### config.mk
export PLATFORM = sky130hd
export DESIGN_NAME = bresenham_line_pixel_writer
export DESIGN_NICKNAME = d
export VERILOG_FILES = /design/src/sv/blpw_pkg.sv /design/src/sv/bresenham_line_pixel_writer.sv
export SDC_FILE = /design/constraint.sdc
export NUM_CORES = 1
export LEC_CHECK = 0
export BUFFER_PORTS_ARGS = -buffer_cell sky130_fd_sc_hd__buf_2
export CORE_ASPECT_RATIO = 1.4
export CORE_MARGIN = 3
export CORE_UTILIZATION = 56
export CTS_CLUSTER_SIZE = 16
export DETAILED_ROUTE_END_ITERATION = 16
export GPL_ROUTABILITY_DRIVEN = 0
export PLACE_DENSITY_LB_ADDON = 0.15
export REMOVE_ABC_BUFFERS = 1
export SKIP_LAST_GASP = 1
export SLEW_MARGIN = 10
export SYNTH_ARGS = -nofsm -noshare
export SYNTH_HDL_FRONTEND = slang
export SYNTH_SLANG_ARGS = --single-unit
### constraint.sdc
create_clock -name clk -period 5.98 [get_ports clk]
set_input_delay 0 -clock clk [delete_from_list [all_inputs] [get_ports clk]]
set_output_delay 0 -clock clk [all_outputs]
set_load 0.01 [all_outputs]
### src/sv/blpw_pkg.sv
// Package with the constants, register indexes and colour formatting of the line writer.
package blpw_pkg;

  localparam int FW_W      = 13;
  localparam int ADDR_W    = 32;
  localparam int DATA_W    = 32;
  localparam int CFG_W     = 32;
  localparam int CFG_IDX_W = 2;

  localparam logic [CFG_IDX_W-1:0] REG_FRAME_WIDTH  = 2'd0;
  localparam logic [CFG_IDX_W-1:0] REG_PIXEL_FORMAT = 2'd1;
  localparam logic [CFG_IDX_W-1:0] REG_BUFFER_BASE  = 2'd2;

  localparam logic MODE_LOAD = 1'b0;
  localparam logic MODE_STEP = 1'b1;

  localparam logic FMT_ARGB8888 = 1'b0;
  localparam logic FMT_RGB565   = 1'b1;

  localparam logic PEN_WHITE = 1'b0;
  localparam logic PEN_BLACK = 1'b1;

  localparam logic [DATA_W-1:0] ARGB_WHITE   = 32'hFFFF_FFFF;
  localparam logic [DATA_W-1:0] ARGB_BLACK   = 32'hFF00_0000;
  localparam logic [DATA_W-1:0] RGB565_WHITE = 32'h0000_FFFF;
  localparam logic [DATA_W-1:0] RGB565_BLACK = 32'h0000_0000;

  function automatic logic [DATA_W-1:0] format_color(input logic c, input logic fmt);
    logic [DATA_W-1:0] res;
    if (fmt == FMT_ARGB8888) begin
      res = (c == PEN_BLACK) ? ARGB_BLACK : ARGB_WHITE;
    end else begin
      res = (c == PEN_BLACK) ? RGB565_BLACK : RGB565_WHITE;
    end
    return res;
  endfunction

endpackage

### src/sv/bresenham_line_pixel_writer.sv
// Bresenham line raster engine that turns step items into framebuffer writes.
//
// A load item (mode 0) sets up a line from its two endpoints and colour and gives no write;
// each step item (mode 1) gives one framebuffer write for the current pixel and advances the
// line by one Bresenham step, with last set on the final pixel. Step items with no line in
// progress give nothing. One item is taken every clock unless item_stall is high: the
// Bresenham step is done in the cycle an item is accepted, and the write is presented on
// the outputs after passing the row-stride multiplier stage register and then the output
// register, which captures the result of the address adder.
// Configuration registers are to be written only while no write is pending.
module bresenham_line_pixel_writer
  import blpw_pkg::*;
#(
  parameter int COORD_BITS = 12
) (
  input  logic                  clk,
  input  logic                  rst,
  input  logic                  cfg_write_en,
  input  logic [CFG_IDX_W-1:0]  cfg_index,
  input  logic [CFG_W-1:0]      cfg_data,
  input  logic                  item_valid,
  output logic                  item_stall,
  input  logic                  mode,
  input  logic [COORD_BITS-1:0] start_x,
  input  logic [COORD_BITS-1:0] start_y,
  input  logic [COORD_BITS-1:0] end_x,
  input  logic [COORD_BITS-1:0] end_y,
  input  logic                  color,
  output logic                  result_valid,
  input  logic                  result_stall,
  output logic [ADDR_W-1:0]     address,
  output logic [DATA_W-1:0]     pixel_data,
  output logic                  half_word,
  output logic                  last
);

  localparam int ERR_W  = COORD_BITS + 1;
  localparam int SUM_W  = COORD_BITS + 2;
  localparam int PROD_W = COORD_BITS + FW_W;
  localparam int IDX_W  = PROD_W + 1;

  logic [FW_W-1:0]   frame_width;
  logic              pixel_format;
  logic [ADDR_W-1:0] buffer_base;

  logic                  line_active;
  logic [COORD_BITS-1:0] cur_x;
  logic [COORD_BITS-1:0] cur_y;
  logic [ERR_W-1:0]      error_acc;
  logic [COORD_BITS-1:0] major_delta;
  logic [COORD_BITS-1:0] minor_delta;
  logic                  x_major_axis;
  logic                  x_negative;
  logic                  y_negative;
  logic [ERR_W-1:0]      pixels_left;
  logic                  line_color;

  logic                  s1_valid;
  logic [PROD_W-1:0]     s1_prod;
  logic [COORD_BITS-1:0] s1_x;
  logic                  s1_color;
  logic                  s1_last;

  logic accept;
  logic emit;
  logic out_adv;
  logic s1_adv;

  logic                  ld_x_neg;
  logic                  ld_y_neg;
  logic [COORD_BITS-1:0] ld_dx;
  logic [COORD_BITS-1:0] ld_dy;
  logic                  ld_x_major;
  logic [COORD_BITS-1:0] ld_major;
  logic [COORD_BITS-1:0] ld_minor;

  logic [SUM_W-1:0]      err_sum;
  logic                  err_ge;
  logic [ERR_W-1:0]      error_acc_next;
  logic [COORD_BITS-1:0] cur_x_next;
  logic [COORD_BITS-1:0] cur_y_next;
  logic [COORD_BITS-1:0] x_stepped;
  logic [COORD_BITS-1:0] y_stepped;
  logic [ERR_W-1:0]      pixels_left_next;

  logic [IDX_W-1:0]  pix_index;
  logic [ADDR_W-1:0] index_wide;
  logic [ADDR_W-1:0] byte_offset;

  assign out_adv    = !result_valid || !result_stall;
  assign s1_adv     = !s1_valid || out_adv;
  assign item_stall = !s1_adv;
  assign accept     = item_valid && !item_stall;
  assign emit       = accept && (mode == MODE_STEP) && line_active;

  always_comb begin
    ld_x_neg   = end_x < start_x;
    ld_y_neg   = end_y < start_y;
    ld_dx      = ld_x_neg ? (start_x - end_x) : (end_x - start_x);
    ld_dy      = ld_y_neg ? (start_y - end_y) : (end_y - start_y);
    ld_x_major = ld_dx >= ld_dy;
    ld_major   = ld_x_major ? ld_dx : ld_dy;
    ld_minor   = ld_x_major ? ld_dy : ld_dx;
  end

  always_comb begin
    err_sum          = {1'b0, error_acc} + {2'b00, minor_delta};
    err_ge           = err_sum >= {2'b00, major_delta};
    error_acc_next   = err_ge ? ERR_W'(err_sum - {2'b00, major_delta}) : ERR_W'(err_sum);
    x_stepped        = x_negative ? (cur_x - 1'b1) : (cur_x + 1'b1);
    y_stepped        = y_negative ? (cur_y - 1'b1) : (cur_y + 1'b1);
    cur_x_next       = cur_x;
    cur_y_next       = cur_y;
    if (x_major_axis) begin
      cur_x_next = x_stepped;
      if (err_ge) begin
        cur_y_next = y_stepped;
      end
    end else begin
      cur_y_next = y_stepped;
      if (err_ge) begin
        cur_x_next = x_stepped;
      end
    end
    pixels_left_next = pixels_left - 1'b1;
  end

  always_ff @(posedge clk) begin
    if (rst) begin
      frame_width  <= '0;
      pixel_format <= FMT_ARGB8888;
      buffer_base  <= '0;
    end else if (cfg_write_en) begin
      case (cfg_index)
        REG_FRAME_WIDTH:  frame_width  <= cfg_data[FW_W-1:0];
        REG_PIXEL_FORMAT: pixel_format <= cfg_data[0];
        REG_BUFFER_BASE:  buffer_base  <= cfg_data[ADDR_W-1:0];
        default: ;
      endcase
    end
  end

  always_ff @(posedge clk) begin
    if (rst) begin
      line_active  <= 1'b0;
      cur_x        <= '0;
      cur_y        <= '0;
      error_acc    <= '0;
      major_delta  <= '0;
      minor_delta  <= '0;
      x_major_axis <= 1'b0;
      x_negative   <= 1'b0;
      y_negative   <= 1'b0;
      pixels_left  <= '0;
      line_color   <= PEN_WHITE;
    end else if (accept && (mode == MODE_LOAD)) begin
      line_active  <= 1'b1;
      cur_x        <= start_x;
      cur_y        <= start_y;
      error_acc    <= {1'b0, ld_major >> 1};
      major_delta  <= ld_major;
      minor_delta  <= ld_minor;
      x_major_axis <= ld_x_major;
      x_negative   <= ld_x_neg;
      y_negative   <= ld_y_neg;
      pixels_left  <= {1'b0, ld_major} + 1'b1;
      line_color   <= color;
    end else if (emit) begin
      cur_x       <= cur_x_next;
      cur_y       <= cur_y_next;
      error_acc   <= error_acc_next;
      pixels_left <= pixels_left_next;
      if (pixels_left_next == '0) begin
        line_active <= 1'b0;
      end
    end
  end

  // First stage: the row offset product of the pixel being emitted.
  always_ff @(posedge clk) begin
    if (rst) begin
      s1_valid <= 1'b0;
    end else if (s1_adv) begin
      s1_valid <= emit;
    end
  end

  always_ff @(posedge clk) begin
    if (s1_adv && emit) begin
      s1_prod  <= PROD_W'(cur_y) * PROD_W'(frame_width);
      s1_x     <= cur_x;
      s1_color <= line_color;
      s1_last  <= pixels_left == ERR_W'(1);
    end
  end

  always_comb begin
    pix_index   = {1'b0, s1_prod} + IDX_W'(s1_x);
    index_wide  = ADDR_W'(pix_index);
    byte_offset = (pixel_format == FMT_RGB565) ? {index_wide[ADDR_W-2:0], 1'b0}
                                               : {index_wide[ADDR_W-3:0], 2'b00};
  end

  // Output register: address, formatted colour and write size.
  always_ff @(posedge clk) begin
    if (rst) begin
      result_valid <= 1'b0;
    end else if (out_adv) begin
      result_valid <= s1_valid;
    end
  end

  always_ff @(posedge clk) begin
    if (out_adv && s1_valid) begin
      address    <= buffer_base + byte_offset;
      pixel_data <= format_color(s1_color, pixel_format);
      half_word  <= pixel_format == FMT_RGB565;
      last       <= s1_last;
    end
  end

endmodule
==> flow_metrics.tcl <==
set metrics [dict create \
    status "finished, final reports clean" \
    diodes 0 \
    layout-drive-gt1-share 0.103 \
    nFillCells 3054 \
    initial_utilization 0.570 \
    io_buffers 156 \
    clk_pin_slew_ns 0.06 \
    root_buffer "clkbuf_16" \
    crit_top_cell "inv_1" \
    synth.yosys.seq_area_share 0.236 \
    setup_viol_count_final 0 \
    synthMostInstantiatedCell "nand2_1" \
    htreeDepth 1 \
    path_cells "buf_4 > nand2_1 > fa_1 > inv_1 > ha_1 > inv_1 > fa_1 > inv_1 > ha_1 > inv_1 > fa_1 > inv_1 > ha_1 > nor2b_1 > o21a_1 > o211ai_1 > nand3_1 > a31oi_1 > o2bb2ai_1 > o21ai_0 > a211oi_1 > a21oi_1 > xnor2_1" \
    synth_area_leader_cell "ha_1" \
    yosysUniqueCellTypes 85 \
    worst_setup_path_start_kind "flip-flop" \
    grt_pass1_wl_microns 89100 \
    synth_common_cells "nand2_1, inv_1, ha_1" \
    avgRoutedWirePerCell_microns 18.0 \
    fp.coreArea_sq_um 35900 \
    cpMaxStageDelayCell "dfxtp_1" \
    die_y_microns 232 \
    cts-buffers-inserted 23 \
    via_per_inst 5.80 \
    dp_hpwl_microns 43600 \
    skew_ns 0.0278 \
    synth_edf_count 76 \
    rsz0062_at_grt "true" \
    vias 17800 \
    io_pins 157 \
    ys.flop_type "dfxtp_1" \
    cp_max_fo 11 \
    clk_path_buf_depth 3 \
    die_area_sq_um 38900 \
    cts_tree "done" \
    antenna_found_initial 0 \
    required_ns 6.26 \
    fmax_mhz 173 \
    worstPathArrival_ns 6.05 \
    hp-class "input port to flip-flop" \
    critical_path_class "flip-flop to flip-flop" \
    power_density_nw_per_um2 232 \
    synth-async-reset-ratio 0 \
    clock-sinks 203 \
    fin_crit_ns 5.77 \
    groute.usage.overall 0.280 \
    syn_avg_cell_area_sq_um 8.34 \
    grt_pass1_vias 18000 \
    worst_pin_slew_ns 1.20 \
    vdd_ir_drop_max_uv 227 \
    dr.pass1.iters 8 \
    max_cap_viol_count 0 \
    setup_tns_ns 0 \
    slew_viol_final 0 \
    place_inst 2972 \
    stdcell_count 3077 \
    synth_area_leaders "ha_1, dfxtp_1, fa_1, edfxtp_1, nand2_1" \
    drc_errors 0 \
    hold_viol_final 0 \
    ys_ff_latch 203 \
    drtAntennaViolNets 0 \
    drt-total-wl_microns 55500 \
    core.rowCount 82 \
    areaGrowthSynthToFinish_pct 11.6 \
    finalCritPeriodShare 0.965 \
    fp.dieW_microns 168 \
    synth_area_sq_um 20500 \
    critical_path.max_stage_delay_ns 0.58 \
    netlist_instances 2452 \
    first_iter_violations 1091 \
    synth_top_area_share 0.127 \
    end_kind "flip-flop" \
    nets 3014 \
    clk_latency_ns 0.55 \
    total_leakage_power_nw 10.6 \
    grt_max_degree 74 \
    grt_overflow 0 \
    slew_headroom 0.196 \
    ys_warn_count 0 \
]
[power by group]
group          internal [mW]  switching (mW)
Clock                  0.808           0.610
Combinational          0.909            1.32
Sequential              1.54           0.114
[flip-flops by register name, summed over array words and instances (netlist names), 3 cells and up]
| register | count |
|---|---|
| pixel_data | 3 |
| s1_x | 12 |
| error_acc | 13 |
| address | 32 |
| pixels_left | 13 |
| cur_x | 12 |
| major_delta | 12 |
| buffer_base | 32 |
| frame_width | 13 |
| cur_y | 12 |
| minor_delta | 12 |
| s1_prod | 25 |
[what timing repair did]
item                                   CTS  global route
setup endpoints to repair                0             6
hold buffers                            62             0
endpoints found under the hold margin   73             0
buffers inserted                         0             0
gates resized for setup                  0             8
[critical path: cells and delay by family, from the launching register on]
family / cells / cell delay [ns]
fa+ha+maj: 6 / 2.33
compound gates: 7 / 1.58
flops: 1 / 0.58
simple gates: 3 / 0.36
buf+inv: 6 / 0.51
xor+xnor: 1 / 0.15
[placed cells by master, fill, tap and decap left out, drive strengths merged, types with 17 or more instances in the layout]
| cell type | instances |
|---|---|
| fa | 120 |
| o21a | 19 |
| nand3 | 49 |
| edfxtp | 76 |
| xnor2 | 80 |
| nor2 | 150 |
| clkbuf | 32 |
| inv | 273 |
| mux2i | 29 |
| and3 | 22 |
| dfxtp | 127 |
| a31oi | 28 |
| a21o | 49 |
| ha | 207 |
| nand2 | 320 |
| buf | 186 |
| o211ai | 17 |
| o21ai | 75 |
| nor3 | 38 |
| xor2 | 42 |
| a21oi | 192 |
| dlygate4sd3 | 62 |
| nor2b | 36 |
| a211oi | 30 |
| and2 | 85 |
| nand2b | 19 |
[metal layers]
| layer | global-route usage | vias up | routed length [microns] |
|---|---|---|---|
| li1 | - | 8675 | - |
| met1 | 0.292 | 8567 | 20300 |
| met2 | 0.550 | 459 | 30000 |
| met3 | 0.0244 | 132 | 2030 |
| met4 | 0.145 | 0 | 3170 |
| met5 | 0 | - | 0 |
[worst paths after layout]
kind,to,cells after the start,slack [ns],start
setup / recovery,s1_prod[24],23,0.21,cur_y[4]
hold / removal,pixels_left[3],6,0.07,item_valid
setup reg to reg,s1_prod[24],23,0.21,cur_y[4]
hold reg to reg,last,0,0.43,s1_last
[cell families (layout without fill, tap and decap cells)]
kind of cell,after synthesis,in the layout,share of synthesized area
AND/OR/NAND/NOR,814,814,0.191
AO/OA/AOI/OAI,542,542,0.174
multiplexers,45,45,0.0230
buffers and inverters,399,562,0.0799
flip-flops,203,203,0.236
adder cells (fa/ha/maj),327,327,0.244
XOR/XNOR,122,122,0.0522
[stage by stage]
stage	cell area [sq um]	total power, mW	hold WS [ns]	setup slack, ns	util
2_1_floorplan	19800	3.20	0.0691	0.649	-
3_3_place_gp	21400	3.81	0.242	0.367	0.597
3_5_place_dp	21400	3.85	0.253	0.244	0.597
4_1_cts	22800	5.31	0.0377	0.212	0.635
5_1_grt	22800	5.61	0.0957	-0.0633	0.636
6_report	22800	5.30	0.0701	0.209	0.636
[layout make-up]
| type | count | area [sq um] | area share |
|---|---|---|---|
| multi-input combinational | 1850 | 14000 | 0.614 |
| clock inverter | 10 | 92.6 | 0.00405 |
| sequential | 203 | 4830 | 0.212 |
| tap | 462 | 578 | 0.0253 |
| clock buffer | 32 | 649 | 0.0284 |
| inverter | 272 | 1020 | 0.0447 |
| timing repair buffer | 248 | 1650 | 0.0722 |
(Power assumes the default switching activity.)
